### src/hw/rtl/pps_pkg.sv
`timescale 1ns / 1ps
package pps_pkg;

	localparam int QUEUE_DEPTH_DEF = 16;

	localparam logic ACT_ARRIVE = 1'b0;
	localparam logic ACT_TICK   = 1'b1;

	localparam logic [15:0] TIME_MAX = 16'hFFFF;

	typedef enum logic [2:0] {
		ST_ACCEPTED   = 3'd0,
		ST_FULL       = 3'd1,
		ST_ZERO_BURST = 3'd2,
		ST_RAN        = 3'd3,
		ST_IDLE       = 3'd4
	} pps_status_t;

	typedef enum logic [2:0] {
		S_IDLE,
		S_INS_RD,
		S_INS_CHK,
		S_HEAD_CHK,
		S_DEL_RD,
		S_DEL_WR,
		S_RESP
	} pps_state_t;

	// one ready-queue slot, 64 bits
	typedef struct packed {
		logic [7:0]  id;
		logic [7:0]  prio;
		logic [15:0] rem;
		logic [15:0] orig;
		logic [15:0] arr;
	} pps_entry_t;

	typedef struct packed {
		pps_status_t status;
		logic [7:0]  running_id;
		logic        finished;
		logic [15:0] finish_time;
		logic [15:0] turnaround;
		logic [15:0] waiting;
	} pps_res_t;

	function automatic logic [15:0] sat_sub16(input logic [15:0] a, input logic [15:0] b);
		sat_sub16 = (a > b) ? (a - b) : 16'd0;
	endfunction

endpackage

### src/hw/rtl/pps_req_if.sv
`timescale 1ns / 1ps
interface pps_req_if;
	logic        valid;
	logic        ready;
	logic        action;
	logic [7:0]  process_id;
	logic [7:0]  priority_req;
	logic [15:0] burst;

	modport source (output valid, action, process_id, priority_req, burst, input ready);
	modport sink (input valid, action, process_id, priority_req, burst, output ready);
endinterface

### src/hw/rtl/pps_rsp_if.sv
`timescale 1ns / 1ps
interface pps_rsp_if;
	logic        valid;
	logic        ready;
	logic [2:0]  status;
	logic [7:0]  running_id;
	logic        finished;
	logic [15:0] finish_time;
	logic [15:0] turnaround;
	logic [15:0] waiting;

	modport source (output valid, status, running_id, finished, finish_time, turnaround,
		waiting, input ready);
	modport sink (input valid, status, running_id, finished, finish_time, turnaround,
		waiting, output ready);
endinterface

### src/hw/rtl/pps_ram.sv
`timescale 1ns / 1ps
module pps_ram #(
	parameter int WIDTH = 64,
	parameter int DEPTH = 16,
	localparam int AW = $clog2(DEPTH)
) (
	input  logic             clk,
	input  logic             we,
	input  logic [AW-1:0]    waddr,
	input  logic [WIDTH-1:0] wdata,
	input  logic             re,
	input  logic [AW-1:0]    raddr,
	output logic [WIDTH-1:0] rdata
);

	logic [WIDTH-1:0] mem_q [DEPTH];

	always_ff @(posedge clk) begin
		if (we) begin
			mem_q[waddr] <= wdata;
		end
		if (re) begin
			rdata <= mem_q[raddr];
		end
	end

endmodule

### src/hw/rtl/pps_seq.sv
`timescale 1ns / 1ps
module pps_seq #(
	parameter int QUEUE_DEPTH = pps_pkg::QUEUE_DEPTH_DEF,
	localparam int AW = $clog2(QUEUE_DEPTH),
	localparam int CW = $clog2(QUEUE_DEPTH + 1)
) (
	input  logic             clk,
	input  logic             arst_n,
	pps_req_if.sink          req,
	output logic             res_valid,
	input  logic             res_ready,
	output pps_pkg::pps_res_t res,
	output logic             mem_we,
	output logic [AW-1:0]    mem_waddr,
	output logic [63:0]      mem_wdata,
	output logic             mem_re,
	output logic [AW-1:0]    mem_raddr,
	input  logic [63:0]      mem_rdata
);
	import pps_pkg::*;

	pps_state_t  state_q, state_d;
	logic [CW-1:0] cnt_q;
	logic [CW-1:0] idx_q;
	logic [CW-1:0] idx_m1;
	logic [15:0] time_q;
	logic [7:0]  pid_q;
	logic [7:0]  prio_q;
	logic [15:0] burst_q;
	pps_res_t    res_q;
	pps_res_t    res_take;
	pps_res_t    res_head;
	pps_entry_t  rd_ent;
	pps_entry_t  new_ent;
	pps_entry_t  head_upd;
	logic [15:0] head_rem;
	logic [15:0] head_tat;
	logic        take;
	logic        cnt_zero;
	logic        cnt_full;
	logic        shift_up;

	assign req.ready = (state_q == S_IDLE);
	assign take      = req.valid && req.ready;
	assign res_valid = (state_q == S_RESP);
	assign res       = res_q;

	assign idx_m1   = idx_q - 1'b1;
	assign cnt_zero = (cnt_q == '0);
	assign cnt_full = (cnt_q == CW'(QUEUE_DEPTH));
	assign rd_ent   = pps_entry_t'(mem_rdata);
	assign shift_up = (rd_ent.prio > prio_q);

	assign new_ent = '{id: pid_q, prio: prio_q, rem: burst_q, orig: burst_q, arr: time_q};
	assign head_rem = (rd_ent.rem != 16'd0) ? (rd_ent.rem - 16'd1) : 16'd0;
	assign head_tat = sat_sub16(time_q, rd_ent.arr);

	always_comb begin
		head_upd     = rd_ent;
		head_upd.rem = head_rem;
	end

	// result as known at accept time
	always_comb begin
		res_take = '0;
		if (req.action == ACT_TICK) begin
			res_take.status = cnt_zero ? ST_IDLE : ST_RAN;
		end else if (req.burst == 16'd0) begin
			res_take.status = ST_ZERO_BURST;
		end else if (cnt_full) begin
			res_take.status = ST_FULL;
		end else begin
			res_take.status = ST_ACCEPTED;
		end
	end

	// result once the head has been read
	always_comb begin
		res_head            = res_q;
		res_head.running_id = rd_ent.id;
		if (head_rem == 16'd0) begin
			res_head.finished    = 1'b1;
			res_head.finish_time = time_q;
			res_head.turnaround  = head_tat;
			res_head.waiting     = sat_sub16(head_tat, rd_ent.orig);
		end
	end

	// next state
	always_comb begin
		state_d = state_q;
		case (state_q)
			S_IDLE: begin
				if (take) begin
					if (req.action == ACT_TICK) begin
						state_d = cnt_zero ? S_RESP : S_HEAD_CHK;
					end else if (req.burst == 16'd0 || cnt_full) begin
						state_d = S_RESP;
					end else begin
						state_d = S_INS_RD;
					end
				end
			end
			S_INS_RD:   state_d = (idx_q == '0) ? S_RESP : S_INS_CHK;
			S_INS_CHK:  state_d = shift_up ? S_INS_RD : S_RESP;
			S_HEAD_CHK: state_d = (head_rem == 16'd0) ? S_DEL_RD : S_RESP;
			S_DEL_RD:   state_d = (idx_q >= cnt_q) ? S_RESP : S_DEL_WR;
			S_DEL_WR:   state_d = S_DEL_RD;
			S_RESP: begin
				if (res_ready) begin
					state_d = S_IDLE;
				end
			end
			default:    state_d = S_IDLE;
		endcase
	end

	// memory port control
	always_comb begin
		mem_we    = 1'b0;
		mem_waddr = '0;
		mem_wdata = new_ent;
		mem_re    = 1'b0;
		mem_raddr = '0;
		case (state_q)
			S_IDLE: begin
				mem_re = take && (req.action == ACT_TICK) && !cnt_zero;
			end
			S_INS_RD: begin
				if (idx_q == '0) begin
					mem_we = 1'b1;
				end else begin
					mem_re    = 1'b1;
					mem_raddr = idx_m1[AW-1:0];
				end
			end
			S_INS_CHK: begin
				mem_we    = 1'b1;
				mem_waddr = idx_q[AW-1:0];
				mem_wdata = shift_up ? rd_ent : new_ent;
			end
			S_HEAD_CHK: begin
				mem_we    = (head_rem != 16'd0);
				mem_wdata = head_upd;
			end
			S_DEL_RD: begin
				mem_re    = (idx_q < cnt_q);
				mem_raddr = idx_q[AW-1:0];
			end
			S_DEL_WR: begin
				mem_we    = 1'b1;
				mem_waddr = idx_m1[AW-1:0];
				mem_wdata = rd_ent;
			end
			default: begin
				mem_we = 1'b0;
			end
		endcase
	end

	always_ff @(posedge clk or negedge arst_n) begin
		if (!arst_n) begin
			state_q <= S_IDLE;
			cnt_q   <= '0;
			idx_q   <= '0;
			time_q  <= '0;
		end else begin
			state_q <= state_d;
			case (state_q)
				S_IDLE: begin
					if (take) begin
						if (req.action == ACT_TICK) begin
							if (time_q != TIME_MAX) begin
								time_q <= time_q + 16'd1;
							end
							idx_q <= CW'(1);
						end else begin
							idx_q <= cnt_q;
						end
					end
				end
				S_INS_RD: begin
					if (idx_q == '0) begin
						cnt_q <= cnt_q + 1'b1;
					end
				end
				S_INS_CHK: begin
					if (shift_up) begin
						idx_q <= idx_m1;
					end else begin
						cnt_q <= cnt_q + 1'b1;
					end
				end
				S_DEL_RD: begin
					if (idx_q >= cnt_q) begin
						cnt_q <= cnt_q - 1'b1;
					end
				end
				S_DEL_WR: idx_q <= idx_q + 1'b1;
				default: begin
					idx_q <= idx_q;
				end
			endcase
		end
	end

	// item and result payload
	always_ff @(posedge clk) begin
		case (state_q)
			S_IDLE: begin
				if (take) begin
					pid_q   <= req.process_id;
					prio_q  <= req.priority_req;
					burst_q <= req.burst;
					res_q   <= res_take;
				end
			end
			S_HEAD_CHK: begin
				res_q <= res_head;
			end
			default: begin
				res_q <= res_q;
			end
		endcase
	end

	a_cnt_bound: assert property (@(posedge clk) disable iff (!arst_n)
		cnt_q <= CW'(QUEUE_DEPTH))
		else $error("queue count beyond depth");

	a_time_mono: assert property (@(posedge clk) disable iff (!arst_n)
		time_q >= $past(time_q))
		else $error("time went backwards");

	a_tick_adv: assert property (@(posedge clk) disable iff (!arst_n)
		take && req.action == ACT_TICK && time_q != TIME_MAX |=> time_q == $past(time_q) + 16'd1)
		else $error("tick did not advance time");

	a_fin_ran: assert property (@(posedge clk) disable iff (!arst_n)
		res_valid && res_q.finished |-> res_q.status == ST_RAN)
		else $error("finish reported without a run");

	a_fin_pop: assert property (@(posedge clk) disable iff (!arst_n)
		state_q == S_HEAD_CHK && head_rem == 16'd0 |-> !mem_we)
		else $error("finished head written back");

endmodule

### src/hw/rtl/preemptive_priority_scheduler.sv
`timescale 1ns / 1ps
// Preemptive priority scheduler.
// Channels: req (sink) carries one word per event: action 0 inserts a process
// (process_id, priority_req, burst) into the ready queue, action 1 is one time
// tick. rsp (source) returns exactly one word per req word, in order: status,
// running_id, finished, finish_time, turnaround, waiting.
// The ready queue lives in a single-port-write, registered-read RAM of
// QUEUE_DEPTH x 64 bits, kept sorted by priority (ties in arrival order).
// Paths from req accept to rsp valid (each memory step is read then write):
//   rejected arrival or idle tick: straight to the result
//   arrival: each entry with a worse priority moves up one slot, then the
//   new entry is written in the freed slot
//   tick that does not finish: the head is read and written back
//   tick that finishes: the head is read, then the queue shifts down
// One event is worked at a time; the walk over RAM entries sets the rate,
// and req is not ready again until the result has left the sequencer.
// rsp sits in an output register: a new req word is taken while an earlier
// result waits there; if rsp stalls, the next result holds in the sequencer
// and req is not ready until the output register frees.
// Reset clears the queue count, the time and all valid flags; no RAM clearing
// pass is needed since only entries below the count are ever read.
module preemptive_priority_scheduler #(
	parameter int QUEUE_DEPTH = pps_pkg::QUEUE_DEPTH_DEF
) (
	input  logic      clk,
	input  logic      arst_n,
	pps_req_if.sink   req,
	pps_rsp_if.source rsp
);
	import pps_pkg::*;

	localparam int AW = $clog2(QUEUE_DEPTH);

	// sequencer to output register
	logic     res_valid;
	logic     res_ready;
	pps_res_t res;

	// RAM port
	logic          mem_we;
	logic [AW-1:0] mem_waddr;
	logic [63:0]   mem_wdata;
	logic          mem_re;
	logic [AW-1:0] mem_raddr;
	logic [63:0]   mem_rdata;

	// output register
	logic     out_valid_q;
	pps_res_t out_q;

	pps_ram #(
		.WIDTH ($bits(pps_entry_t)),
		.DEPTH (QUEUE_DEPTH)
	) u_ram (
		.clk   (clk),
		.we    (mem_we),
		.waddr (mem_waddr),
		.wdata (mem_wdata),
		.re    (mem_re),
		.raddr (mem_raddr),
		.rdata (mem_rdata)
	);

	pps_seq #(
		.QUEUE_DEPTH (QUEUE_DEPTH)
	) u_seq (
		.clk       (clk),
		.arst_n    (arst_n),
		.req       (req),
		.res_valid (res_valid),
		.res_ready (res_ready),
		.res       (res),
		.mem_we    (mem_we),
		.mem_waddr (mem_waddr),
		.mem_wdata (mem_wdata),
		.mem_re    (mem_re),
		.mem_raddr (mem_raddr),
		.mem_rdata (mem_rdata)
	);

	// register takes a new result when empty or being drained this cycle
	assign res_ready = !out_valid_q || rsp.ready;

	always_ff @(posedge clk or negedge arst_n) begin
		if (!arst_n) begin
			out_valid_q <= 1'b0;
		end else if (res_ready) begin
			out_valid_q <= res_valid;
		end
	end

	always_ff @(posedge clk) begin
		if (res_ready && res_valid) begin
			out_q <= res;
		end
	end

	assign rsp.valid       = out_valid_q;
	assign rsp.status      = out_q.status;
	assign rsp.running_id  = out_q.running_id;
	assign rsp.finished    = out_q.finished;
	assign rsp.finish_time = out_q.finish_time;
	assign rsp.turnaround  = out_q.turnaround;
	assign rsp.waiting     = out_q.waiting;

	a_no_overwrite: assert property (@(posedge clk) disable iff (!arst_n)
		out_valid_q && !rsp.ready |-> !res_ready)
		else $error("pending result would be overwritten");

	a_idle_fields: assert property (@(posedge clk) disable iff (!arst_n)
		out_valid_q && out_q.status != ST_RAN |-> out_q.running_id == 8'd0 && !out_q.finished)
		else $error("run fields set on a non-run result");

	a_fin_time: assert property (@(posedge clk) disable iff (!arst_n)
		out_valid_q && out_q.finished |-> out_q.turnaround <= out_q.finish_time)
		else $error("turnaround exceeds finish time");

endmodule

### src/flat_wrapper.sv
// flat-port wrapper written by rule: the top's interface ports become plain ports
module preemptive_priority_scheduler_flat import pps_pkg::*;
#(
	parameter int QUEUE_DEPTH = pps_pkg::QUEUE_DEPTH_DEF
)
  (clk, arst_n, req_valid, req_action, req_process_id, req_priority_req, req_burst, req_ready, rsp_valid, rsp_status, rsp_running_id, rsp_finished, rsp_finish_time, rsp_turnaround, rsp_waiting, rsp_ready);
  pps_req_if req_i ();
  pps_rsp_if rsp_i ();
  input  logic clk;
  input  logic arst_n;
  input wire logic [$bits(req_i.valid)-1:0] req_valid;
  input wire logic [$bits(req_i.action)-1:0] req_action;
  input wire logic [$bits(req_i.process_id)-1:0] req_process_id;
  input wire logic [$bits(req_i.priority_req)-1:0] req_priority_req;
  input wire logic [$bits(req_i.burst)-1:0] req_burst;
  output wire logic [$bits(req_i.ready)-1:0] req_ready;
  output wire logic [$bits(rsp_i.valid)-1:0] rsp_valid;
  output wire logic [$bits(rsp_i.status)-1:0] rsp_status;
  output wire logic [$bits(rsp_i.running_id)-1:0] rsp_running_id;
  output wire logic [$bits(rsp_i.finished)-1:0] rsp_finished;
  output wire logic [$bits(rsp_i.finish_time)-1:0] rsp_finish_time;
  output wire logic [$bits(rsp_i.turnaround)-1:0] rsp_turnaround;
  output wire logic [$bits(rsp_i.waiting)-1:0] rsp_waiting;
  input wire logic [$bits(rsp_i.ready)-1:0] rsp_ready;
  assign req_i.valid = req_valid;
  assign req_i.action = req_action;
  assign req_i.process_id = req_process_id;
  assign req_i.priority_req = req_priority_req;
  assign req_i.burst = req_burst;
  assign req_ready = req_i.ready;
  assign rsp_valid = rsp_i.valid;
  assign rsp_status = rsp_i.status;
  assign rsp_running_id = rsp_i.running_id;
  assign rsp_finished = rsp_i.finished;
  assign rsp_finish_time = rsp_i.finish_time;
  assign rsp_turnaround = rsp_i.turnaround;
  assign rsp_waiting = rsp_i.waiting;
  assign rsp_i.ready = rsp_ready;
  preemptive_priority_scheduler #(.QUEUE_DEPTH(QUEUE_DEPTH)) u_core (.clk(clk), .arst_n(arst_n), .req(req_i), .rsp(rsp_i));
endmodule
### config.mk
export PLATFORM = sky130hd
export DESIGN_NAME = preemptive_priority_scheduler_flat
export DESIGN_NICKNAME = d
export VERILOG_FILES = /design/src/hw/rtl/pps_pkg.sv /design/src/hw/rtl/pps_req_if.sv /design/src/hw/rtl/pps_rsp_if.sv /design/src/hw/rtl/pps_ram.sv /design/src/hw/rtl/pps_seq.sv /design/src/hw/rtl/preemptive_priority_scheduler.sv /design/src/flat_wrapper.sv
export SDC_FILE = /design/constraint.sdc
export NUM_CORES = 2
export LEC_CHECK = 0
export BUFFER_PORTS_ARGS = -buffer_cell sky130_fd_sc_hd__buf_4
export CORE_MARGIN = 5
export CORE_UTILIZATION = 40
export DETAILED_ROUTE_END_ITERATION = 12
export HOLD_SLACK_MARGIN = 0.1
export PLACE_DENSITY = 0.53
export SLEW_MARGIN = 20
export SYNTH_ARGS = -nofsm -noshare
export SYNTH_HDL_FRONTEND = slang
export SYNTH_HIERARCHICAL = 1
export SYNTH_SLANG_ARGS = --single-unit
### constraint.sdc
create_clock -name clk -period 12.7 [get_ports clk]
set_clock_uncertainty 0.1 [all_clocks]
set_input_delay 1.905 -clock clk [delete_from_list [all_inputs] [get_ports clk]]
set_output_delay 1.905 -clock clk [all_outputs]
set_load 0.02 [all_outputs]
==> metrics.yaml <==
status: "finished, final reports clean"
first_pass_iters: 5
rows: 130
wl_per_cell_um: 28.90
drive_gt1_share_pct: 24.47
hold_path.class: "reg -> reg"
synth_area_um2: 50820
fillers: 10600
regToRegEndpoint: "u_core/u_ram/rdata[0]$_DFFE_PP_"
die_w_um: 366.5
crit_path_start_kind: "flip-flop"
synth_common_cells: "edfxtp_1 (1240), mux4_2 (256), a22oi_1 (128)"
worstPathCellList: "nand3_1 > inv_1 > nand2_1 > o21ai_4 > buf_4 > buf_4 > buf_12 > mux4_2 > a22oi_1 > nand2_1"
regArea_um2: 37990
postCtsSetupBuffers: 0
cts-buffers-inserted: 135
grtUsageTotal_pct: 19.21
ant_nets: 0
hold_path_end: "u_core/rsp.turnaround[7]$_DFFE_PP_"
area_delta_synth_final_pct: 13.72
cts_tree: "yes"
die_area_um2: 134300
syn-instance-count: 2581
yosysTopAreaCell: "edfxtp_1"
grt_first_pass_wirelength_mm: 189.7
total_power_mw: 14.38
p_switching_mw: 4.723
place_inst: 4266
yosysSeqAreaShare_pct: 74.74
crit_type: "reg -> reg"
rsz0062_at_grt: "no"
worst_setup_path_end_kind: "flip-flop"
hold_start: "u_core/u_seq/res[23]$_SDFFCE_PN0P_"
gp_congestion: 0.8718
multiInputGateArea_um2: 12110
period_minus_slack_ns: 5.703
worst_pin_slew_ns: 1.108
fmax_mhz: 175.4
ir_drop_uv: 203.1
clk_latency_ns: 0.74
r2r-start: "u_core/u_seq/state_q[2]$_DFFE_PN0P_"
dp_hpwl_mm: 74.12
antenna_found_initial: 1
numPortBuffers: 98
h-tree-depth: 4
power_frac_seq_pct: 42.4
critPathTopFamily: "buffers and inverters"
synth_async_sr_flop_share_pct: 2.362
yosysUniqueCellTypes: 95
cts_resized: 0
synth_area_leaders: "edfxtp_1 (73%), mux4_2 (11%), a22oi_1 (1.9%)"
fin_tns_setup_ns: 0
syn_nets: 2674
core_um2: 125900
cpPeakStageDelay_ns: 0.91
synth-seq-cells: 1270
critical_path.slowest_cell: "dfrtp_1"
min_period_over_period_pct: 44.90
drt-total-wl_mm: 130.3
setup_violations: 0
drt_iter0_drc: 2508
reg2reg_depth: 10
grt_pass1_vias: 26850
drv_cap: 0
switching_share_pct: 32.85
die_y_um: 366.5
cts.path.max_buffers: 3
clock-sinks: 1270
route.detailed.drc: 0
slew_headroom_pct: 26.10
r2r_slack_ns: 7.00
io_pins: 99
hold_viol_final: 0
arrival_ns: 6.08
path_buf_inv: 4
hold_path_depth: 0
synth_area_per_cell_um2: 19.69
yosysWarnings: 6
grt_max_degree: 131
synth_top_cell_area_share_pct: 73.26
via_per_inst: 5.822
finalNonFillerCells: 4507
p_clk_share_pct: 26.0
clockRootBuffer: "clkbuf_16"
clk_pin_slew_ns: 0.06
gr-total-overflow: 0
p_int_mw: 9.655
hold_buffers: 0
synth_most_common_cell: "edfxtp_1"
synth_flop_cell: "edfxtp_1"
powerDensity_nw_per_um2: 248.8
nets: 2846
start_util_pct: 40.37
finalMaxSlewViolations: 0
crit_required_ns: 13.07
comb_power_share_pct: 31.6
cp_max_fo: 96
leakagePower_nw: 18.83
dr_total_vias: 26242
fin_util_pct: 45.91
synth_edf_count: 1240
==> state kept, by name (all words and copies together), names as in the netlist, 8 cells and up <==
signal / flops
u_core/rsp.finish_time: 16
u_core/rsp.running_id: 8
u_core/rsp.turnaround: 16
u_core/rsp.waiting: 16
u_core/u_ram/mem_q: 1024
u_core/u_ram/rdata: 64
u_core/u_seq/burst_q: 16
u_core/u_seq/pid_q: 8
u_core/u_seq/prio_q: 8
u_core/u_seq/res: 60
u_core/u_seq/time_q: 16
==> power groups by stage <==
stage	logic (mW)	registers [mW]	clock network (mW)
6_report	4.55	6.10	3.73
3_3_place_gp	4.51	6.17	0
5_1_grt	4.90	6.14	4.01
3_5_place_dp	4.58	6.18	0
4_1_cts	4.60	6.10	3.82
2_1_floorplan	3.21	6.08	0
==> through the flow <==
stage	cell area, um2	hold WS (ns)	worst slack, ns
final	57800	0.3160	6.997
after detailed placement	53610	0.3045	7.005
after floorplan	50820	0.3003	5.296
after CTS	57800	0.3154	6.981
after global placement	53610	0.3029	7.142
after global routing	57800	0.3132	6.554
==> worst max-delay path by stage <==
stage                                        startpoint                            endpoint  slack [ns]  cells past startpoint
finish              u_core/u_seq/state_q[2]$_DFFE_PN0P_     u_core/u_ram/rdata[0]$_DFFE_PP_        7.00                     10
global route        u_core/u_seq/state_q[2]$_DFFE_PN0P_    u_core/u_ram/rdata[15]$_DFFE_PP_        6.55                     10
floorplan              u_core/u_ram/rdata[32]$_DFFE_PP_  u_core/u_ram/mem_q[0][0]$_DFFE_PP_        5.30                     10
detailed placement  u_core/u_seq/state_q[2]$_DFFE_PN0P_     u_core/u_ram/rdata[0]$_DFFE_PP_        7.00                     10
global placement    u_core/u_seq/state_q[2]$_DFFE_PN0P_    u_core/u_ram/rdata[44]$_DFFE_PP_        7.14                     10
CTS                 u_core/u_seq/state_q[2]$_DFFE_PN0P_     u_core/u_ram/rdata[0]$_DFFE_PP_        6.98                     10
==> final cells by class <==
| class | instances | area share [%] |
|---|---|---|
| tap | 1650 | 3.572 |
| multi-input combinational | 1122 | 20.95 |
| inverter | 73 | 0.4741 |
| antenna | 1 | 0.004330 |
| timing repair buffer | 151 | 2.026 |
| sequential | 1270 | 65.72 |
| clock buffer | 162 | 6.057 |
| clock inverter | 78 | 1.193 |
==> per-layer routing <==
metal | track usage [%] | routed length [um]
met3 | 3.676 | 8507
met5 | 0 | 0
met4 | 5.076 | 3003
met1 | 27.53 | 57250
met2 | 30.49 | 61490
==> layout by cell type (no fill, tap or decap), drive strengths merged, types with 7 or more instances in the layout <==
master	n
xor2	15
dfrtp	30
a22oi	128
clkbuf	162
a21oi	50
edfxtp	1240
nor2	84
a221o	14
inv	80
and3	11
o21a	10
a21o	20
mux4	256
o21ai	40
clkinv	62
nor3	27
mux2	52
and2	31
mux2i	7
nand4	20
nand2	118
xnor2	27
ha	53
bufinv	7
nand3	20
nor2b	11
nor3b	11
nor4	13
buf	151
nand2b	9
==> logic make-up (layout without fill, tap and decap cells) <==
group           after synthesis  count (layout)  synth area share [%]
xor+xnor                     42              42                0.7238
buf+inv                     189             464                 1.805
simple gates                384             384                 3.976
fa+ha+maj                    56              56                 1.423
mux                         315             315                 12.63
flops                      1270            1270                 74.74
other cells                   0               1                     0
compound gates              325             325                 4.697
Note: power is estimated with default switching activity, not from simulation.
